File: src/design/c2a_pkg.sv
// shared types, constants and setup functions for the color-to-alpha pixel unit
package c2a_pkg;

    localparam int FRAC_BITS = 16;
    localparam int AMT_W     = FRAC_BITS + 1;
    localparam int DNUM_W    = FRAC_BITS + 8;
    localparam int RNUM_W    = FRAC_BITS + 11;
    localparam int RDEN_W    = FRAC_BITS + 2;
    localparam int OUT_STEPS = 8;

    // pipeline positions: setup, amount divider, max, recolor setup, recolor divider
    localparam int AMT_LAT  = AMT_W;
    localparam int RC_LAT   = OUT_STEPS + 1;
    localparam int MAX_IDX  = AMT_LAT + 1;
    localparam int RC_IDX   = MAX_IDX + 1;
    localparam int LAST_IDX = RC_IDX + RC_LAT;

    localparam int CFG_IDX_W = 3;
    localparam logic [CFG_IDX_W-1:0] REG_KEY_RED    = 3'd0;
    localparam logic [CFG_IDX_W-1:0] REG_KEY_GREEN  = 3'd1;
    localparam logic [CFG_IDX_W-1:0] REG_KEY_BLUE   = 3'd2;
    localparam logic [CFG_IDX_W-1:0] REG_HAS_ALPHA  = 3'd3;

    typedef struct packed {
        logic [7:0] in_red;
        logic [7:0] in_green;
        logic [7:0] in_blue;
        logic [7:0] in_alpha;
    } pixel_in_t;

    typedef struct packed {
        logic [7:0] out_red;
        logic [7:0] out_green;
        logic [7:0] out_blue;
        logic [7:0] out_alpha;
    } pixel_out_t;

    typedef struct packed {
        logic [DNUM_W-1:0] num;
        logic [7:0]        den;
    } div_op_t;

    typedef struct packed {
        logic [RNUM_W-1:0] num;
        logic [RDEN_W-1:0] den;
    } rc_op_t;

    // numerator and divisor of one channel's removal amount, rounding offset included
    function automatic div_op_t amount_setup(input logic [7:0] s, input logic [7:0] k);
        div_op_t    op;
        logic [7:0] diff;
        diff   = '0;
        op.den = 8'd1;
        if (k == 8'd0)
        begin
            diff   = s;
            op.den = 8'd255;
        end
        else if (s > k)
        begin
            diff   = s - k;
            op.den = 8'd255 - k;
        end
        else if (s < k)
        begin
            diff   = k - s;
            op.den = k;
        end
        op.num = (DNUM_W'(diff) << FRAC_BITS) + DNUM_W'(op.den[7:1]);
        return op;
    endfunction

    // (2t + a) / (2a) with t = k*a + (s-k)*one; negative t gives a zero numerator
    function automatic rc_op_t recolor_setup(input logic [7:0] s, input logic [7:0] k,
                                             input logic [AMT_W-1:0] a);
        rc_op_t            op;
        logic [RNUM_W-1:0] sum;
        logic [RNUM_W-1:0] kk;
        logic [RNUM_W-1:0] t;
        sum = RNUM_W'(k) * RNUM_W'(a) + (RNUM_W'(s) << FRAC_BITS);
        kk  = RNUM_W'(k) << FRAC_BITS;
        t   = sum - kk;
        if (sum < kk)
            op.num = '0;
        else
            op.num = (t << 1) + RNUM_W'(a);
        op.den = {a, 1'b0};
        return op;
    endfunction

endpackage

File: src/design/c2a_recolor_div.sv
// pipelined divider for a recolored channel: saturation check, then one bit per stage
module c2a_recolor_div (
    input  logic             clk,
    input  logic             advance,
    input  c2a_pkg::rc_op_t  op,
    output logic [7:0]       value
);

    localparam int N = c2a_pkg::OUT_STEPS + 1;

    logic [c2a_pkg::RNUM_W-1:0]    rem_reg [0:N-1];
    logic [c2a_pkg::RDEN_W-1:0]    den_reg [0:N-1];
    logic [c2a_pkg::OUT_STEPS-1:0] quo_reg [0:N-1];
    logic                          sat_reg [0:N-1];
    logic                          sat_next;

    // quotient of 256 or more clamps to full scale
    assign sat_next = op.num >= (c2a_pkg::RNUM_W'(op.den) << c2a_pkg::OUT_STEPS);

    always_ff @(posedge clk)
    begin
        if (advance)
        begin
            rem_reg[0] <= op.num;
            den_reg[0] <= op.den;
            quo_reg[0] <= '0;
            sat_reg[0] <= sat_next;
        end
    end

    for (genvar j = 1; j < N; j++)
    begin : g_step
        localparam int SH = c2a_pkg::OUT_STEPS - j;
        logic [c2a_pkg::RNUM_W-1:0] sub;
        logic                       take;

        assign sub  = c2a_pkg::RNUM_W'(den_reg[j-1]) << SH;
        assign take = (rem_reg[j-1] >= sub);

        always_ff @(posedge clk)
        begin
            if (advance)
            begin
                rem_reg[j] <= take ? (rem_reg[j-1] - sub) : rem_reg[j-1];
                den_reg[j] <= den_reg[j-1];
                quo_reg[j] <= {quo_reg[j-1][c2a_pkg::OUT_STEPS-2:0], take};
                sat_reg[j] <= sat_reg[j-1];
            end
        end
    end

    assign value = sat_reg[N-1] ? 8'hFF : quo_reg[N-1];

endmodule

File: config.mk
export PLATFORM = sky130hd
export DESIGN_NAME = c2a_recolor_div
export DESIGN_NICKNAME = d
export VERILOG_FILES = /design/src/design/c2a_pkg.sv /design/src/design/c2a_recolor_div.sv
export SDC_FILE = /design/constraint.sdc
export NUM_CORES = 1
export LEC_CHECK = 0
export BUFFER_PORTS_ARGS = -buffer_cell sky130_fd_sc_hd__buf_2
export CORE_ASPECT_RATIO = 1.2
export CORE_MARGIN = 5
export CORE_UTILIZATION = 55
export DETAILED_ROUTE_END_ITERATION = 6
export GPL_ROUTABILITY_DRIVEN = 1
export PLACE_DENSITY = 0.75
export SLEW_MARGIN = 20
export SYNTH_ARGS = -nofsm -noshare
export SYNTH_HDL_FRONTEND = slang
export SYNTH_SLANG_ARGS = --single-unit
File: constraint.sdc
create_clock -name clk -period 6.3 [get_ports clk]
set_input_delay 1.89 -clock clk [delete_from_list [all_inputs] [get_ports clk]]
set_output_delay 1.89 -clock clk [all_outputs]
set_load 0.02 [all_outputs]
# [Yosys cells after proc, flatten, opt, wreduce, memory -nomap -nowiden]
# Memories as Yosys holds them, arrays and structs flattened.
# Index checks and enable logic that the tools add are counted.
[op_classes] n_addsub=8 order_cmp=9 mux=11
[ops] op="2-to-1 mux 27 bit" n=8
[ops] op="greater-or-equal comparator 27 x 18 -> 1 bit" n=1
[ops] op="greater-or-equal comparator 27 x 19 -> 1 bit" n=1
[ops] op="greater-or-equal comparator 27 x 20 -> 1 bit" n=1
[ops] op="greater-or-equal comparator 27 x 21 -> 1 bit" n=1
[ops] op="greater-or-equal comparator 27 x 22 -> 1 bit" n=1
[ops] op="greater-or-equal comparator 27 x 23 -> 1 bit" n=1
[ops] op="greater-or-equal comparator 27 x 24 -> 1 bit" n=1
[ops] op="greater-or-equal comparator 27 x 25 -> 1 bit" n=1
[ops] op="greater-or-equal comparator 27 x 26 -> 1 bit" n=1
[ops] op="subtractor 27 x 18 -> 27 bit" n=1
[ops] op="subtractor 27 x 19 -> 27 bit" n=1
[ops] op="subtractor 27 x 20 -> 27 bit" n=1
[ops] op="subtractor 27 x 21 -> 27 bit" n=1
[ops] op="subtractor 27 x 22 -> 27 bit" n=1
[ops] op="subtractor 27 x 23 -> 27 bit" n=1
[ops] op="subtractor 27 x 24 -> 27 bit" n=1
[ops] op="subtractor 27 x 25 -> 27 bit" n=1
[ops] op="2-to-1 mux 8 bit" n=1
[ops] op="2-to-1 mux 1 bit" n=2
[word_totals] ff_bits=0 ram_bits=486 output_inout_bits=8 elab_cells=32 mem_count=4
[memory_table] name="rem_reg" depth=9 word_bits=27 read_ports=8 rd_clocked_by_memory_dff=0 write_ports=9 line_no="c2a_recolor_div.sv:11" text="logic [c2a_pkg::RNUM_W-1:0] rem_reg [0:N-1];"
[memory_table] name="den_reg" depth=9 word_bits=18 read_ports=8 rd_clocked_by_memory_dff=0 write_ports=9 line_no="c2a_recolor_div.sv:12" text="logic [c2a_pkg::RDEN_W-1:0] den_reg [0:N-1];"
[memory_table] name="quo_reg" depth=9 word_bits=8 read_ports=9 rd_clocked_by_memory_dff=0 write_ports=9 line_no="c2a_recolor_div.sv:13" text="logic [c2a_pkg::OUT_STEPS-1:0] quo_reg [0:N-1];"
[memory_table] name="sat_reg" depth=9 word_bits=1 read_ports=9 rd_clocked_by_memory_dff=0 write_ports=9 line_no="c2a_recolor_div.sv:14" text="logic sat_reg [0:N-1];"

# [Depth between registers and ports, before layout]
# An unclocked memory read counts as a cell.
[depth] depth_word=3 depth_mapped=14 mapped_depth_nobuf=12

# [Worst setup path after synthesis]
# OpenSTA, ideal clock, no wires.
[synth_path] path_kind="input -> register" startpoint="in op[4] in the netlist's numbering" endpoint="mem sat_reg[0][0] (data pin)" setup_ps=266 t_arrival_ps=3203 path_slack_ps=2831 path_stages=10 path_buffers=0 path_cell_list="inv_1 -> ha_1 -> a21o_1 -> a21o_1 -> a21oi_1 -> a21oi_1 -> a211oi_1 -> o211ai_1 -> a21oi_1 -> o21ai_0"
[synth_rtl] item="start, declared" line_no="c2a_recolor_div.sv:5" text="input c2a_pkg::rc_op_t op,"
[synth_rtl] item="end, declared" line_no="c2a_recolor_div.sv:14"

==> impl_metrics.yaml <==
global_route:
  grtUsageTotal_pct: 19.0
  grt_pass1_wl_mm: 68.4
  first_global_vias: 14800
  antenna_found_initial: 0
  grt_max_degree: 116
  grt_overflow: 0
placed_design:
  dp_hpwl_mm: 31.8
  io_buffers: 54
  place.gp.congestion: 0.987
min_path:
  hold-path-endpoint: "quo_reg[0][44]"
  min_path_type: "reg2reg"
  hp-start: "quo_reg[0][35]"
  worstHoldPathCells: 0
critical_path:
  worstSetupEndpointType: "register"
  start_kind: "register"
  rr_worst_depth: 9
  crit_type: "reg2reg"
  rr_endpoint: "rem_reg[0][133]"
  required_ns: 6.56
  timing.rr.start: "rem_reg[0][87]"
  worstPathArrival_ns: 4.08
  cp_max_fo: 34
  r2r_slack_ns: 2.49
timing:
  clock_skew_ns: 0.0151
  slew_viol_final: 0
  fmax_mhz: 262
  rsz0062_at_grt: "false"
  final-setup-viol-count: 0
  finalCritPeriodShare_pct: 60.5
  worstMarginPinSlew_ns: 1.08
  hold_viol: 0
  timing.setup.tns_ns: 0
  min_period_ns: 3.81
  relSlewSlack_pct: 27.0
power_and_ir_drop:
  p_leak_uw: 0.00972
  internal_power_uw: 6570
  pwr-share-comb_pct: 34.3
  total_power_uw: 9700
  pwr-share-clk_pct: 24.0
  switching_share_pct: 32.3
  powerDensity_mw_per_mm2: 401
  switching_power_uw: 3130
  power_frac_seq_pct: 41.7
  peakVddDrop_v: 0.000210
synth:
  avgSynthCellArea_sq_um: 11.6
  synth_area_sq_mm: 0.0219
  synth_warnings: 0
  ys_ff_latch: 405
  synthArstFlopShare_pct: 0
  seq_area_frac_synth_pct: 55.4
  yosysUniqueCellTypes: 69
  yosysTopAreaCellShare_pct: 55.4
  syn_nets: 2113
  ys.flop_type: "edfxtp_1"
  netlist_instances: 1897
  synth_top_area_cell: "edfxtp_1"
  synth_edf_count: 405
  synthTopCellsByArea: "edfxtp_1 55%, ha_1 9.2%, inv_1 3.4%"
clock_tree:
  hold_buffers: 0
  cts_root_buf: "clkbuf_16"
  cts_setup_buffers: 0
  htreeDepth: 2
  cts_tree: "built"
  cts_sinks: 405
  clock_latency_ns: 0.54
  clk_path_buf_depth: 3
  cts_resized: 0
  clkTransAtPathRegs_ns: 0.06
  numCtsBuffers: 43
route:
  firstDrtPassIters: 6
  drt_wl_total_mm: 41.5
  viasPerCell: 5.63
  drtIter0Drc: 891
  antenna_left: 0
  num_vias: 14300
  drc: 0
  routedWlPerCell_microns: 16.3
cells_and_area:
  layout_common_cells: "405 x edfxtp_1, 199 x inv_1, 162 x ha_1"
  diodes: 0
  layout_commonest_cell: "edfxtp_1"
  fin_util_pct: 61.0
  syn_to_final_growth_pct: 10.2
  fin_nets: 2194
  drive_above_1_share_pct: 8.80
  largest_reg_flops: 216
floorplan:
  rows: 80
  boundaryPins: 55
  die_h_microns: 229
  die_area_sq_mm: 0.0440
  die_x_microns: 192
  start_util_pct: 55.3
  coreArea_sq_mm: 0.0396
job:
  drv_cap: 0
run_status:
  outcome: "completed"
==> worst max-delay path, cell delays in order, from the launching register on <==
cell,delay (ns)
edfxtp_1,0.40
ha_1,0.37
or4b_1,0.49
or4_1,0.49
o31a_1,0.31
nand4_1,0.12
nor3_1,0.08
a31oi_4,0.76
nor4b_2,0.40
xor2_1,0.10
==> cell type report <==
class | count | area (sq um)
fillers | 3123 | 15500
flip-flops and latches | 405 | 12200
multi-input cells | 1262 | 8910
clock buffers | 56 | 1120
inverters | 201 | 754
well taps | 533 | 667
repair buffers | 65 | 375
clock inverters | 22 | 176
==> through the flow <==
stage	instances	setup WS (ns)	cell area (sq um)	hold WS (ns)
2_1_floorplan	1897	2.83	21900	0.400
3_3_place_gp	2466	2.46	22900	0.400
3_5_place_dp	2466	2.45	22900	0.405
4_1_cts	2544	2.48	24200	0.418
5_1_grt	2544	2.32	24200	0.423
6_report	2544	2.49	24200	0.417
==> synthesized netlist by cell type (5+ instances only) <==
master,number
or2_2,17
nor4_1,16
a31oi_1,12
a21boi_0,6
inv_1,199
nor2_1,95
o21ai_0,129
a21oi_1,109
fa_1,7
nor3_1,31
nor4b_1,11
nand2b_1,23
buf_2,8
edfxtp_1,405
o21a_1,24
o31ai_1,13
nand4_1,19
nand3b_1,5
nand3_1,32
o211ai_1,11
and2_1,5
and3_1,11
o31a_1,5
a21o_1,69
xor2_1,61
or3_1,14
o21bai_1,14
clkbuf_1,19
and4_1,8
or4_1,6
nand4b_1,6
a31o_2,8
nor2b_1,19
mux2_2,23
a2111oi_0,7
a211oi_1,20
xnor2_1,62
ha_1,162
nand2_1,155
==> per-layer routing <==
metal  part of all wire [%]  up-vias  GRT usage, %
met5                      0        -             0
met4                    6.3        0          10.5
met3                    3.2      139          2.61
met2                     54      339          36.8
met1                     36     6677          19.1
li1                       -     7174             -
==> how the worst max path moves through the flow <==
stage / startpoint / endpoint / slack, ns / cells past startpoint
after global placement: op[1] / sat_reg[0][0] / 2.46 / 11
after detailed placement: op[1] / sat_reg[0][0] / 2.45 / 11
after global routing: rem_reg[0][87] / rem_reg[0][133] / 2.32 / 9
after floorplan: op[4] / sat_reg[0][0] / 2.83 / 10
after CTS: rem_reg[0][87] / rem_reg[0][133] / 2.48 / 9
final: rem_reg[0][87] / rem_reg[0][133] / 2.49 / 9
==> power groups by stage <==
| stage | Clock [uW] | Sequential (uW) | Combinational, uW |
|---|---|---|---|
| finish | 2330 | 4040 | 3330 |
| CTS | 2400 | 4040 | 3300 |
| global placement | 0 | 4080 | 3200 |
| detailed placement | 0 | 4090 | 3280 |
| floorplan | 0 | 3980 | 2580 |
| global route | 2520 | 4100 | 3720 |
==> kinds of logic after synthesis <==
kind of cell	Yosys count	share of synthesized area, %
muxes	23	1.18
xor gates and xnor gates	123	4.91
adders and majority gates	169	9.88
and+or+nand+nor	483	11.1
DFF	405	55.4
AOI/OAI and AO/OA	464	13.5
buffers and inverters	230	4.00
(Power assumes the default switching activity.)
