**src/design/c2a_pkg.sv**
```systemverilog
// shared types, constants and setup functions for the color-to-alpha pixel unit
package c2a_pkg;

    localparam int FRAC_BITS = 16;
    localparam int AMT_W     = FRAC_BITS + 1;
    localparam int DNUM_W    = FRAC_BITS + 8;
    localparam int RNUM_W    = FRAC_BITS + 11;
    localparam int RDEN_W    = FRAC_BITS + 2;
    localparam int OUT_STEPS = 8;

    // pipeline positions: setup, amount divider, max, recolor setup, recolor divider
    localparam int AMT_LAT  = AMT_W;
    localparam int RC_LAT   = OUT_STEPS + 1;
    localparam int MAX_IDX  = AMT_LAT + 1;
    localparam int RC_IDX   = MAX_IDX + 1;
    localparam int LAST_IDX = RC_IDX + RC_LAT;

    localparam int CFG_IDX_W = 3;
    localparam logic [CFG_IDX_W-1:0] REG_KEY_RED    = 3'd0;
    localparam logic [CFG_IDX_W-1:0] REG_KEY_GREEN  = 3'd1;
    localparam logic [CFG_IDX_W-1:0] REG_KEY_BLUE   = 3'd2;
    localparam logic [CFG_IDX_W-1:0] REG_HAS_ALPHA  = 3'd3;

    typedef struct packed {
        logic [7:0] in_red;
        logic [7:0] in_green;
        logic [7:0] in_blue;
        logic [7:0] in_alpha;
    } pixel_in_t;

    typedef struct packed {
        logic [7:0] out_red;
        logic [7:0] out_green;
        logic [7:0] out_blue;
        logic [7:0] out_alpha;
    } pixel_out_t;

    typedef struct packed {
        logic [DNUM_W-1:0] num;
        logic [7:0]        den;
    } div_op_t;

    typedef struct packed {
        logic [RNUM_W-1:0] num;
        logic [RDEN_W-1:0] den;
    } rc_op_t;

    // numerator and divisor of one channel's removal amount, rounding offset included
    function automatic div_op_t amount_setup(input logic [7:0] s, input logic [7:0] k);
        div_op_t    op;
        logic [7:0] diff;
        diff   = '0;
        op.den = 8'd1;
        if (k == 8'd0)
        begin
            diff   = s;
            op.den = 8'd255;
        end
        else if (s > k)
        begin
            diff   = s - k;
            op.den = 8'd255 - k;
        end
        else if (s < k)
        begin
            diff   = k - s;
            op.den = k;
        end
        op.num = (DNUM_W'(diff) << FRAC_BITS) + DNUM_W'(op.den[7:1]);
        return op;
    endfunction

    // (2t + a) / (2a) with t = k*a + (s-k)*one; negative t gives a zero numerator
    function automatic rc_op_t recolor_setup(input logic [7:0] s, input logic [7:0] k,
                                             input logic [AMT_W-1:0] a);
        rc_op_t            op;
        logic [RNUM_W-1:0] sum;
        logic [RNUM_W-1:0] kk;
        logic [RNUM_W-1:0] t;
        sum = RNUM_W'(k) * RNUM_W'(a) + (RNUM_W'(s) << FRAC_BITS);
        kk  = RNUM_W'(k) << FRAC_BITS;
        t   = sum - kk;
        if (sum < kk)
            op.num = '0;
        else
            op.num = (t << 1) + RNUM_W'(a);
        op.den = {a, 1'b0};
        return op;
    endfunction

endpackage

```
**src/design/c2a_amount_div.sv**
```systemverilog
// pipelined restoring divider for one channel's removal amount, one quotient bit per stage
module c2a_amount_div (
    input  logic                     clk,
    input  logic                     advance,
    input  c2a_pkg::div_op_t         op,
    output logic [c2a_pkg::AMT_W-1:0] quo
);

    logic [c2a_pkg::DNUM_W-1:0] rem_reg [0:c2a_pkg::AMT_W-1];
    logic [7:0]                 den_reg [0:c2a_pkg::AMT_W-1];
    logic [c2a_pkg::AMT_W-1:0]  quo_reg [0:c2a_pkg::AMT_W-1];

    for (genvar j = 0; j < c2a_pkg::AMT_W; j++)
    begin : g_step
        localparam int SH = c2a_pkg::AMT_W - 1 - j;
        logic [c2a_pkg::DNUM_W-1:0] rem_in;
        logic [c2a_pkg::DNUM_W-1:0] sub;
        logic [7:0]                 den_in;
        logic [c2a_pkg::AMT_W-1:0]  quo_in;
        logic                       take;

        if (j == 0)
        begin : g_first
            assign rem_in = op.num;
            assign den_in = op.den;
            assign quo_in = '0;
        end
        else
        begin : g_next
            assign rem_in = rem_reg[j-1];
            assign den_in = den_reg[j-1];
            assign quo_in = quo_reg[j-1];
        end

        assign sub  = c2a_pkg::DNUM_W'(den_in) << SH;
        assign take = (rem_in >= sub);

        always_ff @(posedge clk)
        begin
            if (advance)
            begin
                rem_reg[j] <= take ? (rem_in - sub) : rem_in;
                den_reg[j] <= den_in;
                quo_reg[j] <= {quo_in[c2a_pkg::AMT_W-2:0], take};
            end
        end
    end

    assign quo = quo_reg[c2a_pkg::AMT_W-1];

endmodule

```
**config.mk**
```make
export PLATFORM = sky130hd
export DESIGN_NAME = c2a_amount_div
export DESIGN_NICKNAME = d
export VERILOG_FILES = /design/src/design/c2a_pkg.sv /design/src/design/c2a_amount_div.sv
export SDC_FILE = /design/constraint.sdc
export NUM_CORES = 1
export LEC_CHECK = 0
export ABC_AREA = 1
export BUFFER_PORTS_ARGS = -buffer_cell sky130_fd_sc_hd__clkbuf_2
export CAP_MARGIN = 25
export CORE_AREA = 2 2 264 266
export CTS_CLUSTER_DIAMETER = 100
export DETAILED_ROUTE_END_ITERATION = 16
export DIE_AREA = 0 0 266 268
export PLACE_DENSITY = 0.72
export SKIP_CTS_REPAIR_TIMING = 1
export SLEW_MARGIN = 25
export SYNTH_ARGS = -nofsm -noshare
export SYNTH_HDL_FRONTEND = slang
export SYNTH_SLANG_ARGS = --single-unit
```
**constraint.sdc**
```tcl
create_clock -name clk -period 2.71 [get_ports clk]
set_input_delay 0.542 -clock clk [delete_from_list [all_inputs] [get_ports clk]]
set_output_delay 0.542 -clock clk [all_outputs]
set_load 0.005 [all_outputs]
```
# --- After elaboration in Yosys (flattened, before gate mapping) ---
# Memory sizes are Yosys's and may differ from the RTL's.
# Index checks and enable logic that the tools add are counted.
totals:
  inputBits: 34
  register_bits: 0
  ram_bits: 833
  word_cells: 56
  out_inout_bits: 17
  n_memories: 3
memory_table:
  columns: ["name", "depth", "word_bits", "read_ports", "rd_ports_with_merged_regs", "write_ports", "line", "rtl"]
  rows:
  - ["rem_reg", 17, 24, 16, 0, 17, "c2a_amount_div.sv:9", "logic [c2a_pkg::DNUM_W-1:0] rem_reg [0:c2a_pkg::AMT_W-1];"]
  - ["quo_reg", 17, 17, 17, 0, 17, "c2a_amount_div.sv:11", "logic [c2a_pkg::AMT_W-1:0] quo_reg [0:c2a_pkg::AMT_W-1];"]
  - ["den_reg", 17, 8, 16, 0, 17, "c2a_amount_div.sv:10", "logic [7:0] den_reg [0:c2a_pkg::AMT_W-1];"]
op_classes:
  n_addsub: 17
  magnitude_cmp: 17
  n_mux: 19
op_table:
  columns: ["operator", "count"]
  rows:
  - ["$mux 24", 17]
  - ["$ge 24x10->1", 1]
  - ["$ge 24x11->1", 1]
  - ["$ge 24x12->1", 1]
  - ["$ge 24x13->1", 1]
  - ["$ge 24x14->1", 1]
  - ["$ge 24x15->1", 1]
  - ["$ge 24x16->1", 1]
  - ["$ge 24x17->1", 1]
  - ["$ge 24x18->1", 1]
  - ["$ge 24x19->1", 1]
  - ["$ge 24x20->1", 1]
  - ["$ge 24x21->1", 1]
  - ["$ge 24x22->1", 1]
  - ["$ge 24x23->1", 1]
  - ["$ge 24x24->1", 1]
  - ["$ge 24x8->1", 1]
  - ["$ge 24x9->1", 1]
  - ["$sub 24x10->24", 1]
  - ["$sub 24x11->24", 1]
  - ["$sub 24x12->24", 1]
  - ["$sub 24x13->24", 1]
  - ["$sub 24x14->24", 1]
  - ["$sub 24x15->24", 1]
  - ["other kinds (12)", 13]

# --- Longest topological paths before layout ---
# Gate-level depths: netlist of the first run.
# An unclocked memory read counts as a cell.
logic_depth:
  depth_word: 3
  mapped_depth: 14
  depth_no_buf: 14

# --- Worst setup path before layout of the first run ---
# OpenSTA, ideal clock, no wires.
synth_timing:
  path_kind: "input to register"
  start: "input port op[24] in the netlist's numbering"
  end: "memory rem_reg[0][16] in the netlist's numbering, data pin"
  t_arrival_ns: 1.856
  t_required_ns: 2.456
  path_buffers: 1
  path_stages: 9
  setup_slack_ns: 0.599
  cell_sequence: "inv_1 -> ha_1 -> fa_1 -> o21ai_1 -> nand2_1 -> o21a_1 -> buf_2 -> nand3_1 -> nand2_1"
synth_rtl:
  columns: ["item", "line", "rtl"]
  rows:
  - ["start: declaration", "c2a_amount_div.sv:5", "input c2a_pkg::div_op_t op,"]
  - ["end: declaration", "c2a_amount_div.sv:9", null]

==> flow_results.xml, run 1 <==
<?xml version="1.0" encoding="UTF-8"?>
<metrics>
  <group name="place">
    <metric name="placed_area" unit="sq um">35470</metric>
    <metric name="dp_hpwl" unit="um">50210</metric>
    <metric name="io_buffer_count" unit="">50</metric>
    <metric name="routabilityCongestion" unit="">0.8995</metric>
  </group>
  <group name="synthesis">
    <metric name="nets_in_the_synthesized_netlist" unit="">3650</metric>
    <metric name="synth.distinct_cells" unit="">48</metric>
    <metric name="synthTopCellsByArea" unit="">sky130_fd_sc_hd__edfxtp_1, sky130_fd_sc_hd__nand2_1, sky130_fd_sc_hd__inv_1, sky130_fd_sc_hd__ha_1, sky130_fd_sc_hd__nor2_1</metric>
    <metric name="synth_seq_cells" unit="">665</metric>
    <metric name="synth_edf_count" unit="">665</metric>
    <metric name="synthDominantAreaCellType" unit="">sky130_fd_sc_hd__edfxtp_1</metric>
    <metric name="postSynth.topFlopCell" unit="">sky130_fd_sc_hd__edfxtp_1</metric>
    <metric name="yosysSeqAreaShare" unit="">0.5874</metric>
    <metric name="syn-instance-count" unit="">3464</metric>
    <metric name="synth_warnings" unit="">0</metric>
    <metric name="syn_area_per_cell" unit="sq um">9.813</metric>
    <metric name="synth_top_cell_area_share" unit="">0.5874</metric>
    <metric name="synth.cell_area" unit="sq um">33990</metric>
    <metric name="postSynth.asyncResetShare" unit="">0</metric>
  </group>
  <group name="cells_and_area">
    <metric name="syn_to_final_growth" unit="%">11.96</metric>
    <metric name="largest_register_ffs" unit="">384</metric>
    <metric name="mostFrequentLayoutCells" unit="">sky130_fd_sc_hd__nand2_1, sky130_fd_sc_hd__edfxtp_1, sky130_fd_sc_hd__inv_1, sky130_fd_sc_hd__nor2_1, sky130_fd_sc_hd__nand3_1</metric>
    <metric name="most_common_cell_after_layout_fill_and_taps_aside" unit="">sky130_fd_sc_hd__nand2_1</metric>
    <metric name="finish.utilization" unit="">0.5578</metric>
    <metric name="design.final.nets" unit="">3780</metric>
    <metric name="antenna_cells" unit="">0</metric>
    <metric name="final_cell_area" unit="sq um">38060</metric>
    <metric name="fillers" unit="">5775</metric>
    <metric name="share_of_post_route_cells_with_drive_strength_above_1" unit="">0.08345</metric>
  </group>
  <group name="critical_path">
    <metric name="critical_path.reg2reg.endpoint" unit="">rem_reg[0][252]$_DFFE_PP_</metric>
    <metric name="critPathMostFrequentCell" unit="">sky130_fd_sc_hd__inv_1</metric>
    <metric name="r2r-start" unit="">rem_reg[0][222]$_DFFE_PP_</metric>
    <metric name="largest_stage_delay_on_the_critical_path" unit="ns">0.44</metric>
    <metric name="cp_max_fo" unit="">18</metric>
    <metric name="worst_ep_required_time" unit="ns">3.06</metric>
    <metric name="reg2reg_slack" unit="ns">0.34</metric>
    <metric name="worst-r2r-cell-count" unit="">10</metric>
    <metric name="crit_path_end_kind" unit="">flip-flop</metric>
    <metric name="worstSetupStartpointType" unit="">flip-flop</metric>
    <metric name="critical_path_class" unit="">reg2reg</metric>
    <metric name="cp_slowest_cell" unit="">sky130_fd_sc_hd__fa_1</metric>
    <metric name="data_arrival_time_of_the_worst_path" unit="ns">2.72</metric>
    <metric name="crit_chain" unit="">inv_1 &gt; ha_1 &gt; inv_1 &gt; fa_1 &gt; nand3_1 &gt; nand2_1 &gt; nor2_2 &gt; nand2_4 &gt; inv_4 &gt; o21ai_0</metric>
  </group>
  <group name="drt">
    <metric name="drtAntennaViolNets" unit="">0</metric>
    <metric name="totalWireLength" unit="um">67880</metric>
    <metric name="drt_pre_antenna_iters" unit="">7</metric>
    <metric name="num_vias" unit="">22977</metric>
    <metric name="avgRoutedWirePerCell" unit="um">14.96</metric>
    <metric name="first_iter_violations" unit="">1486</metric>
    <metric name="detail_route.drc_violations" unit="">0</metric>
    <metric name="vias_per_cell" unit="">5.064</metric>
  </group>
  <group name="clock_network">
    <metric name="clockBufferDepth" unit="">3</metric>
    <metric name="clkLatencyLatePin" unit="ns">0.62</metric>
    <metric name="root_buffer" unit="">sky130_fd_sc_hd__clkbuf_16</metric>
    <metric name="cts_max_level" unit="">3</metric>
    <metric name="tritoncts" unit="">built</metric>
    <metric name="cts_made_buffers" unit="">73</metric>
    <metric name="worst_setup_hold_path_clk_slew" unit="ns">0.06</metric>
    <metric name="clock-sinks" unit="">665</metric>
  </group>
  <group name="grt">
    <metric name="largest_net_degree_at_the_start_of_global_routing" unit="">92</metric>
    <metric name="globalRoute.totalOverflow" unit="">0</metric>
    <metric name="first_global_vias" unit="">22232</metric>
    <metric name="track_usage" unit="">0.1931</metric>
    <metric name="grt_pass1_wl" unit="um">110700</metric>
    <metric name="antenna_violations_before_repair" unit="">0</metric>
  </group>
  <group name="sta">
    <metric name="timing.slew.headroom" unit="">0.5650</metric>
    <metric name="final_hold_viol_count" unit="">0</metric>
    <metric name="rsz0062_at_grt" unit="">no</metric>
    <metric name="finalCritPeriodShare" unit="">0.8744</metric>
    <metric name="max_slew.worst_pin.slew" unit="ns">0.6524</metric>
    <metric name="fmax" unit="GHz">0.4220</metric>
    <metric name="setup_tns" unit="ns">0</metric>
    <metric name="fin_crit" unit="ns">2.370</metric>
    <metric name="fin_skew" unit="ns">0.04012</metric>
    <metric name="report.final.slew_viol_count" unit="">0</metric>
    <metric name="final-setup-viol-count" unit="">0</metric>
  </group>
  <group name="die">
    <metric name="rows" unit="">96</metric>
    <metric name="die_w" unit="um">266</metric>
    <metric name="pin_count" unit="">51</metric>
    <metric name="coreArea" unit="sq um">68230</metric>
    <metric name="die_h" unit="um">268</metric>
    <metric name="design.die.area" unit="sq um">71290</metric>
    <metric name="initial_utilization" unit="">0.4983</metric>
  </group>
  <group name="pwr">
    <metric name="total_leakage_power" unit="nW">16.23</metric>
    <metric name="power_per_cell_area" unit="nW/um^2">892.3</metric>
    <metric name="overall_power_after_layout" unit="W">0.03396</metric>
    <metric name="vdd_ir_drop_max" unit="V">0.0008656</metric>
  </group>
  <group name="min_path">
    <metric name="hold_path.class" unit="">in2reg</metric>
    <metric name="worstHoldEndpoint" unit="">rem_reg[0][5]$_DFFE_PP_</metric>
    <metric name="timing.hold.worst.start" unit="">op[13]</metric>
    <metric name="timing.hold.worst_path_depth" unit="">1</metric>
  </group>
  <group name="flow_run">
    <metric name="drv_cap" unit="">0</metric>
  </group>
  <group name="outcome">
    <metric name="run_status" unit="">completed</metric>
  </group>
</metrics>
## Yosys cell counts (2+ instances only)
master,number
sky130_fd_sc_hd__o21a_1,4
sky130_fd_sc_hd__nand2_2,11
sky130_fd_sc_hd__nor3_2,2
sky130_fd_sc_hd__nor3_1,43
sky130_fd_sc_hd__o21ai_1,25
sky130_fd_sc_hd__xnor2_1,40
sky130_fd_sc_hd__o2111ai_1,2
sky130_fd_sc_hd__nand3_1,189
sky130_fd_sc_hd__buf_6,8
sky130_fd_sc_hd__nand2_4,8
sky130_fd_sc_hd__o21ai_2,21
sky130_fd_sc_hd__a21o_1,3
sky130_fd_sc_hd__nor2_2,17
sky130_fd_sc_hd__nor2_4,8
sky130_fd_sc_hd__o21bai_1,6
sky130_fd_sc_hd__nor2_1,340
sky130_fd_sc_hd__xor2_1,58
sky130_fd_sc_hd__and2_1,2
sky130_fd_sc_hd__or2_2,8
sky130_fd_sc_hd__o21ai_0,86
sky130_fd_sc_hd__inv_1,533
sky130_fd_sc_hd__a21oi_1,115
sky130_fd_sc_hd__nand3b_1,32
sky130_fd_sc_hd__fa_1,16
sky130_fd_sc_hd__nand3_2,5
sky130_fd_sc_hd__inv_2,8
sky130_fd_sc_hd__a21oi_2,20
sky130_fd_sc_hd__buf_4,7
sky130_fd_sc_hd__inv_4,2
sky130_fd_sc_hd__nand2_1,955
sky130_fd_sc_hd__ha_1,136
sky130_fd_sc_hd__o211ai_1,4
sky130_fd_sc_hd__edfxtp_1,665
sky130_fd_sc_hd__nand4_1,67
sky130_fd_sc_hd__buf_2,4
sky130_fd_sc_hd__a21boi_0,2
## through the flow
stage | worst slack [ns] | hold WS [ns] | instances
3_5_place_dp | 0.3155 | 0.4045 | 4401
3_3_place_gp | 0.3483 | 0.4011 | 4401
6_report | 0.3404 | 0.1155 | 4537
4_1_cts | 0.3256 | 0.08827 | 4537
2_1_floorplan | 0.5994 | 0.4003 | 3464
5_1_grt | 0.1534 | 0.09387 | 4537
## layout make-up
cell class	count	area, sq um	area share
well taps	882	1104	0.02900
clock buffers	89	1908	0.05013
clock inverters	47	683.2	0.01795
flip-flops and latches	665	19970	0.5247
repair buffers	76	568.0	0.01493
inverters	545	2058	0.05408
multi-input cells	2233	11770	0.3092
## logic make-up after synthesis
group / synth area share
buf+inv: 0.06636
compound gates: 0.04917
fa+ha+maj: 0.05948
flops: 0.5874
xor+xnor: 0.02525
simple gates: 0.2123
## power by group
group          leakage, nW  switching [W]  internal [W]  total [W]
combinational         8.61        0.00559       0.00322    0.00881
clock                 1.24        0.00420       0.00637     0.0106
sequential            6.38        0.00113        0.0135     0.0146
## layer usage
metal / routed length (um) / track usage / vias up
met5: 0 / 0 / -
met4: 1761 / 0.06605 / 0
met3: 3350 / 0.02804 / 116
met2: 32870 / 0.3317 / 525
met1: 29890 / 0.2520 / 10579
li1: - / - / 11757
## worst max-delay path: cells and delay by family, from the launching register on
family / cells / cell delay, ns
flops: 1 / 0.38
buf+inv: 3 / 0.38
fa+ha+maj: 2 / 0.71
simple gates: 4 / 0.50
compound gates: 1 / 0.13
## worst max path at each step
stage                         startpoint                   endpoint  slack [ns]  cells past startpoint
2_1_floorplan                     op[24]   rem_reg[0][16]$_DFFE_PP_        0.60                      9
3_3_place_gp                      op[24]   rem_reg[0][16]$_DFFE_PP_        0.35                      9
3_5_place_dp                      op[24]   rem_reg[0][17]$_DFFE_PP_        0.32                      9
4_1_cts        rem_reg[0][222]$_DFFE_PP_  rem_reg[0][252]$_DFFE_PP_        0.33                     10
5_1_grt         den_reg[0][40]$_DFFE_PP_  rem_reg[0][159]$_DFFE_PP_        0.15                     10
6_report       rem_reg[0][222]$_DFFE_PP_  rem_reg[0][252]$_DFFE_PP_        0.34                     10
(Power assumes the default switching activity.)
==> inputs of run 2 (changes only) <==
Settings changed: ABC_AREA 1 to 0, CORE_AREA 2 2 264 266 to 2 2 249 251, DIE_AREA 0 0 266 268 to 0 0 251 253.
==> flow_results.xml, run 2 <==
<?xml version="1.0" encoding="UTF-8"?>
<metrics>
  <group name="drt">
    <metric name="first_iter_violations" unit="">1219</metric>
    <metric name="totalWireLength" unit="um">56930</metric>
    <metric name="avgRoutedWirePerCell" unit="um">17.13</metric>
    <metric name="vias_per_cell" unit="">5.392</metric>
    <metric name="drt_pre_antenna_iters" unit="">5</metric>
    <metric name="detail_route.drc_violations" unit="">0</metric>
    <metric name="num_vias" unit="">17924</metric>
    <metric name="drtAntennaViolNets" unit="">0</metric>
  </group>
  <group name="pwr">
    <metric name="power_per_cell_area" unit="nW/um^2">872.2</metric>
    <metric name="total_leakage_power" unit="nW">13.36</metric>
    <metric name="overall_power_after_layout" unit="W">0.03104</metric>
    <metric name="vdd_ir_drop_max" unit="V">0.0005837</metric>
  </group>
  <group name="synthesis">
    <metric name="synth_seq_cells" unit="">665</metric>
    <metric name="synth.distinct_cells" unit="">74</metric>
    <metric name="postSynth.topFlopCell" unit="">sky130_fd_sc_hd__edfxtp_1</metric>
    <metric name="synthTopCellsByArea" unit="">sky130_fd_sc_hd__edfxtp_1, sky130_fd_sc_hd__ha_1, sky130_fd_sc_hd__xor2_1, sky130_fd_sc_hd__xnor2_1, sky130_fd_sc_hd__inv_1</metric>
    <metric name="synth_edf_count" unit="">665</metric>
    <metric name="ys_top_cells_by_count" unit="">sky130_fd_sc_hd__edfxtp_1, sky130_fd_sc_hd__inv_1, sky130_fd_sc_hd__nor2_1</metric>
    <metric name="synthAdderAreaFrac" unit="">0.06708</metric>
    <metric name="synth_compound_area_frac" unit="">0.07326</metric>
    <metric name="synth-simple-area-share" unit="">0.1057</metric>
    <metric name="synth_warnings" unit="">0</metric>
    <metric name="synth.most_common_cell" unit="">sky130_fd_sc_hd__edfxtp_1</metric>
    <metric name="combinational_family_with_the_most_area_after_synthesis" unit="">simple AND/OR/NAND/NOR gates</metric>
    <metric name="synth_top_cell_area_share" unit="">0.6625</metric>
    <metric name="synthMuxAreaShare" unit="">0.01208</metric>
    <metric name="nets_in_the_synthesized_netlist" unit="">2394</metric>
    <metric name="synth.cell_area" unit="sq um">30140</metric>
    <metric name="syn-instance-count" unit="">2208</metric>
    <metric name="synthDominantAreaCellType" unit="">sky130_fd_sc_hd__edfxtp_1</metric>
    <metric name="syn_area_per_cell" unit="sq um">13.65</metric>
    <metric name="yosysSeqAreaShare" unit="">0.6625</metric>
    <metric name="post_synth_xor_area_fraction" unit="">0.05288</metric>
    <metric name="postSynth.asyncResetShare" unit="">0</metric>
  </group>
  <group name="min_path">
    <metric name="hold_path.class" unit="">in2reg</metric>
  </group>
  <group name="place">
    <metric name="placed_area" unit="sq um">32490</metric>
    <metric name="io_buffer_count" unit="">50</metric>
    <metric name="dp_hpwl" unit="um">40620</metric>
    <metric name="post_placement_setup_slack" unit="ns">-0.2656</metric>
    <metric name="routabilityCongestion" unit="">0.9058</metric>
  </group>
  <group name="critical_path">
    <metric name="crit_path_end_kind" unit="">flip-flop</metric>
    <metric name="cp_slowest_cell" unit="">sky130_fd_sc_hd__fa_2</metric>
    <metric name="critical_path_class" unit="">reg2reg</metric>
    <metric name="worstSetupStartpointType" unit="">flip-flop</metric>
    <metric name="cpLargestDelayFamily" unit="">simple AND/OR/NAND/NOR gates</metric>
    <metric name="largest_stage_delay_on_the_critical_path" unit="ns">0.43</metric>
    <metric name="data_arrival_time_of_the_worst_path" unit="ns">3.10</metric>
    <metric name="cp_max_fo" unit="">2</metric>
    <metric name="path_buf_inv" unit="">1</metric>
    <metric name="crit_chain" unit="">inv_2 &gt; ha_2 &gt; fa_2 &gt; nor2b_4 &gt; o2111ai_4 &gt; nand3_2 &gt; a211oi_2 &gt; nand3b_1 &gt; nor4_2 &gt; xor2_1</metric>
    <metric name="worst_ep_required_time" unit="ns">3.08</metric>
  </group>
  <group name="clock_network">
    <metric name="cts_max_level" unit="">3</metric>
    <metric name="clockBufferDepth" unit="">3</metric>
    <metric name="clkLatencyLatePin" unit="ns">0.61</metric>
    <metric name="worst_setup_hold_path_clk_slew" unit="ns">0.06</metric>
    <metric name="tritoncts" unit="">built</metric>
    <metric name="cts_made_buffers" unit="">71</metric>
    <metric name="root_buffer" unit="">sky130_fd_sc_hd__clkbuf_16</metric>
    <metric name="clock-sinks" unit="">665</metric>
  </group>
  <group name="die">
    <metric name="rows" unit="">91</metric>
    <metric name="design.die.area" unit="sq um">63500</metric>
    <metric name="initial_utilization" unit="">0.4939</metric>
    <metric name="coreArea" unit="sq um">61030</metric>
    <metric name="pin_count" unit="">51</metric>
    <metric name="die_w" unit="um">251</metric>
    <metric name="die_h" unit="um">253</metric>
  </group>
  <group name="sta">
    <metric name="timing.final.ws_setup" unit="ns">-0.02184</metric>
    <metric name="fmax" unit="GHz">0.3661</metric>
    <metric name="worst_hold_slack" unit="ns">0.1319</metric>
    <metric name="fin_crit" unit="ns">2.732</metric>
    <metric name="max_slew.worst_pin.slew" unit="ns">0.5845</metric>
    <metric name="final-setup-viol-count" unit="">1</metric>
    <metric name="report.final.slew_viol_count" unit="">0</metric>
    <metric name="timing.slew.headroom" unit="">0.6104</metric>
    <metric name="fin_skew" unit="ns">0.01888</metric>
    <metric name="finalCritPeriodShare" unit="">1.008</metric>
    <metric name="rsz0062_at_grt" unit="">yes</metric>
    <metric name="final_hold_viol_count" unit="">0</metric>
  </group>
  <group name="grt">
    <metric name="largest_net_degree_at_the_start_of_global_routing" unit="">85</metric>
    <metric name="grt_pass1_wl" unit="um">89640</metric>
    <metric name="track_usage" unit="">0.1786</metric>
    <metric name="antenna_violations_before_repair" unit="">0</metric>
    <metric name="first_global_vias" unit="">17998</metric>
    <metric name="globalRoute.totalOverflow" unit="">0</metric>
  </group>
  <group name="flow_run">
    <metric name="drv_cap" unit="">0</metric>
  </group>
  <group name="cells_and_area">
    <metric name="share_of_post_route_cells_with_drive_strength_above_1" unit="">0.1815</metric>
    <metric name="syn_to_final_growth" unit="%">18.06</metric>
    <metric name="final_cell_area" unit="sq um">35590</metric>
    <metric name="antenna_cells" unit="">0</metric>
    <metric name="finish.utilization" unit="">0.5832</metric>
    <metric name="most_common_cell_after_layout_fill_and_taps_aside" unit="">sky130_fd_sc_hd__edfxtp_1</metric>
    <metric name="design.final.nets" unit="">2666</metric>
    <metric name="mostFrequentLayoutCells" unit="">sky130_fd_sc_hd__edfxtp_1, sky130_fd_sc_hd__inv_1, sky130_fd_sc_hd__buf_4, sky130_fd_sc_hd__nor2_1, sky130_fd_sc_hd__nand2_1</metric>
    <metric name="largest_register_ffs" unit="">384</metric>
  </group>
  <group name="outcome">
    <metric name="violated_checks" unit="">negative setup slack</metric>
    <metric name="run_status" unit="">finished with violations</metric>
  </group>
</metrics>
[run 2: cell count changes after synthesis, moves of 30 or more]
| cell | delta |
|---|---|
| sky130_fd_sc_hd__nand4_1 | -47 |
| sky130_fd_sc_hd__nor2b_1 | +33 |
| sky130_fd_sc_hd__nand2_1 | -816 |
| sky130_fd_sc_hd__inv_1 | -343 |
| sky130_fd_sc_hd__nor2_1 | -196 |
| sky130_fd_sc_hd__xnor2_1 | +49 |
| sky130_fd_sc_hd__nor4_1 | +41 |
| sky130_fd_sc_hd__o21ai_0 | +30 |
| sky130_fd_sc_hd__xor2_1 | +35 |
| sky130_fd_sc_hd__nand3_1 | -166 |
[run 2: metrics by stage]
step / cells / setup TNS, ns
6_report: 3324 / -0.02184
5_1_grt: 3324 / -0.6747
2_1_floorplan: 2208 / 0
4_1_cts: 3289 / -2.113
3_5_place_dp: 3162 / -2.309
3_3_place_gp: 3162 / -1.376
[run 2: path summary, 6_finish.rpt]
path | startpoint | end | slack, ns | depth (start not counted)
worst min register to register | quo_reg[0][215]$_DFFE_PP_ | quo_reg[0][233]$_DFFE_PP_ | 0.41 | 0
worst min-delay path | op[8] | rem_reg[0][0]$_DFFE_PP_ | 0.13 | 1
worst max-delay path | rem_reg[0][84]$_DFFE_PP_ | rem_reg[0][119]$_DFFE_PP_ | -0.02 | 10
worst max register to register | rem_reg[0][84]$_DFFE_PP_ | rem_reg[0][119]$_DFFE_PP_ | -0.02 | 10
[run 2: metal layers]
layer  global-route usage  wire [um]
met2               0.3137      28660
met4              0.06769       1818
met3              0.03300       2685
met1               0.2198      23770
met5                    0          0
[run 2: kinds of logic (layout without fill, tap and decap cells)]
family | Yosys count | count (layout)
AO/OA/AOI/OAI | 361 | 361
adder cells (fa/ha/maj) | 152 | 152
XOR/XNOR | 182 | 182
AND/OR/NAND/NOR | 605 | 605
buffers and inverters | 211 | 537
multiplexers | 32 | 32
flip-flops | 665 | 665
[run 2: final cells by class]
| class | count | area [sq um] |
|---|---|---|
| sequential | 665 | 19970 |
| clock inverter | 46 | 397.9 |
| clock buffer | 81 | 1836 |
| tap | 790 | 988.4 |
| multi-input combinational | 1332 | 9936 |
| fill | 4708 | 25440 |
| timing repair buffer | 218 | 1739 |
| inverter | 192 | 723.2 |
[run 2: power breakdown]
| part | switching (W) | leakage, nW | total (W) | internal (W) |
|---|---|---|---|---|
| clock | 0.00383 | 1.10 | 0.00928 | 0.00544 |
| sequential | 0.00117 | 6.36 | 0.0146 | 0.0134 |
| combinational | 0.00379 | 5.91 | 0.00716 | 0.00337 |
==> inputs of run 3 (changes only) <==
Settings changed: CELL_PAD_IN_SITES_DETAIL_PLACEMENT from default to 1, CELL_PAD_IN_SITES_GLOBAL_PLACEMENT from default to 2, CORE_AREA 2 2 249 251 to 2 2 259 261, DIE_AREA 0 0 251 253 to 0 0 261 263, PLACE_DENSITY 0.72 to 0.87.
==> flow_results.xml, run 3 (synthesis results as in run 2) <==
<?xml version="1.0" encoding="UTF-8"?>
<metrics>
  <group name="die">
    <metric name="pin_count" unit="">51</metric>
    <metric name="initial_utilization" unit="">0.4593</metric>
    <metric name="die_h" unit="um">263</metric>
    <metric name="design.die.area" unit="sq um">68640</metric>
    <metric name="coreArea" unit="sq um">65630</metric>
    <metric name="die_w" unit="um">261</metric>
    <metric name="rows" unit="">94</metric>
  </group>
  <group name="sta">
    <metric name="final-setup-viol-count" unit="">16</metric>
    <metric name="final_hold_viol_count" unit="">0</metric>
    <metric name="timing.final.ws_setup" unit="ns">-0.1263</metric>
    <metric name="fin_skew" unit="ns">0.02243</metric>
    <metric name="rsz0062_at_grt" unit="">yes</metric>
    <metric name="report.final.slew_viol_count" unit="">0</metric>
    <metric name="finalCritPeriodShare" unit="">1.047</metric>
    <metric name="fin_crit" unit="ns">2.836</metric>
    <metric name="timing.slew.headroom" unit="">0.4573</metric>
    <metric name="setup_tns" unit="ns">-0.8228</metric>
    <metric name="fmax" unit="GHz">0.3526</metric>
    <metric name="max_slew.worst_pin.slew" unit="ns">0.8079</metric>
  </group>
  <group name="min_path">
    <metric name="hold_path.class" unit="">in2reg</metric>
  </group>
  <group name="place">
    <metric name="io_buffer_count" unit="">50</metric>
    <metric name="routabilityCongestion" unit="">0.8748</metric>
    <metric name="dp_hpwl" unit="um">49110</metric>
  </group>
  <group name="critical_path">
    <metric name="data_arrival_time_of_the_worst_path" unit="ns">3.18</metric>
    <metric name="crit_path_end_kind" unit="">flip-flop</metric>
    <metric name="path_buf_inv" unit="">3</metric>
    <metric name="cp_slowest_cell" unit="">sky130_fd_sc_hd__edfxtp_1</metric>
    <metric name="crit_chain" unit="">inv_2 &gt; ha_4 &gt; inv_2 &gt; fa_2 &gt; a21oi_2 &gt; o21ai_1 &gt; o21a_1 &gt; o311ai_2 &gt; buf_4 &gt; nand2_4 &gt; nor4_4 &gt; xor2_1</metric>
    <metric name="worst_ep_required_time" unit="ns">3.06</metric>
    <metric name="cp_max_fo" unit="">3</metric>
    <metric name="critPathMostFrequentCell" unit="">sky130_fd_sc_hd__inv_2</metric>
    <metric name="worstSetupStartpointType" unit="">flip-flop</metric>
    <metric name="critical_path_class" unit="">reg2reg</metric>
    <metric name="cpLargestDelayFamily" unit="">compound AO/OA/AOI/OAI gates</metric>
    <metric name="largest_stage_delay_on_the_critical_path" unit="ns">0.43</metric>
  </group>
  <group name="cells_and_area">
    <metric name="most_common_cell_after_layout_fill_and_taps_aside" unit="">sky130_fd_sc_hd__edfxtp_1</metric>
    <metric name="final-seq-area" unit="sq um">19970</metric>
    <metric name="fillers" unit="">6468</metric>
    <metric name="syn_to_final_growth" unit="%">19.82</metric>
    <metric name="mostFrequentLayoutCells" unit="">sky130_fd_sc_hd__edfxtp_1, sky130_fd_sc_hd__inv_1, sky130_fd_sc_hd__buf_4, sky130_fd_sc_hd__nand2_1, sky130_fd_sc_hd__nor2_1</metric>
    <metric name="antenna_cells" unit="">0</metric>
    <metric name="area_used_by_multi_input_combinational_logic" unit="sq um">10220</metric>
    <metric name="largest_register_ffs" unit="">384</metric>
    <metric name="share_of_post_route_cells_with_drive_strength_above_1" unit="">0.2124</metric>
    <metric name="design.final.nets" unit="">2697</metric>
  </group>
  <group name="drt">
    <metric name="avgRoutedWirePerCell" unit="um">20.27</metric>
    <metric name="drt_pre_antenna_iters" unit="">5</metric>
    <metric name="detail_route.drc_violations" unit="">0</metric>
    <metric name="num_vias" unit="">18660</metric>
    <metric name="drtAntennaViolNets" unit="">0</metric>
    <metric name="first_iter_violations" unit="">1195</metric>
    <metric name="vias_per_cell" unit="">5.448</metric>
    <metric name="totalWireLength" unit="um">69420</metric>
  </group>
  <group name="clock_network">
    <metric name="root_buffer" unit="">sky130_fd_sc_hd__clkbuf_16</metric>
    <metric name="tritoncts" unit="">built</metric>
    <metric name="worst_setup_hold_path_clk_slew" unit="ns">0.07</metric>
    <metric name="cts_max_level" unit="">3</metric>
    <metric name="cts_made_buffers" unit="">70</metric>
    <metric name="clockBufferDepth" unit="">3</metric>
    <metric name="clkLatencyLatePin" unit="ns">0.61</metric>
    <metric name="clock-sinks" unit="">665</metric>
  </group>
  <group name="pwr">
    <metric name="total_leakage_power" unit="nW">13.54</metric>
    <metric name="power_per_cell_area" unit="nW/um^2">880.3</metric>
    <metric name="overall_power_after_layout" unit="W">0.03180</metric>
    <metric name="vdd_ir_drop_max" unit="V">0.0005746</metric>
  </group>
  <group name="grt">
    <metric name="largest_net_degree_at_the_start_of_global_routing" unit="">90</metric>
    <metric name="first_global_vias" unit="">19822</metric>
    <metric name="track_usage" unit="">0.1962</metric>
    <metric name="globalRoute.totalOverflow" unit="">0</metric>
    <metric name="antenna_violations_before_repair" unit="">2</metric>
    <metric name="grt_pass1_wl" unit="um">106100</metric>
  </group>
  <group name="outcome">
    <metric name="violated_checks" unit="">negative setup slack</metric>
    <metric name="run_status" unit="">finished with violations</metric>
  </group>
  <group name="flow_run">
    <metric name="drv_cap" unit="">0</metric>
  </group>
</metrics>
[run 3: cell type report]
cell class                      count  share of cell area
Clock buffer                       79             0.05002
Multi-Input combinational cell   1332              0.2829
Tap cell                          864             0.02993
Timing Repair Buffer              250             0.05418
Clock inverter                     43             0.01005
Inverter                          192             0.02002
Sequential cell                   665              0.5529
[run 3: worst register-to-register path: cells and delay by family (launching register included)]
| kind | cells | cell delay (ns) |
|---|---|---|
| simple gates | 2 | 0.37 |
| compound gates | 4 | 0.82 |
| fa+ha+maj | 2 | 0.50 |
| buf+inv | 3 | 0.35 |
| xor+xnor | 1 | 0.09 |
| flops | 1 | 0.43 |
[run 3: power by group]
part	internal (W)	switching, W	leakage (nW)
clock	0.00514	0.00400	1.06
combinational	0.00364	0.00437	6.12
sequential	0.0134	0.00121	6.36
[run 3: final timing paths]
kind	from	to	slack (ns)	cells past startpoint
worst max-delay path	rem_reg[0][337]$_DFFE_PP_	rem_reg[0][379]$_DFFE_PP_	-0.13	12
worst min-delay path	op[5]	den_reg[0][5]$_DFFE_PP_	0.12	1
worst max register to register	rem_reg[0][337]$_DFFE_PP_	rem_reg[0][379]$_DFFE_PP_	-0.13	12
worst min register to register	quo_reg[0][226]$_DFFE_PP_	quo_reg[0][244]$_DFFE_PP_	0.42	0
[run 3: metrics by stage]
| step | std cells | utilization | hold WS [ns] | setup WS, ns | area [sq um] |
|---|---|---|---|---|---|
| after global routing | 3425 | 0.5504 | 0.09643 | -0.2102 | 36120 |
| after floorplan | 2208 | - | 0.4003 | 0.002629 | 30140 |
| after CTS | 3380 | 0.5313 | 0.09442 | -0.5420 | 34870 |
| after detailed placement | 3258 | 0.4983 | 0.4056 | -0.3649 | 32700 |
| final | 3425 | 0.5504 | 0.1230 | -0.1263 | 36120 |
| after global placement | 3258 | 0.4983 | 0.4009 | -0.1816 | 32700 |
[run 3: metal layers]
layer	routed length, um	share of wire	track usage
met2	36430	0.52	0.3535
met4	1878	0.027	0.05958
met3	2703	0.039	0.03120
met5	0	0	0
met1	28410	0.41	0.2405
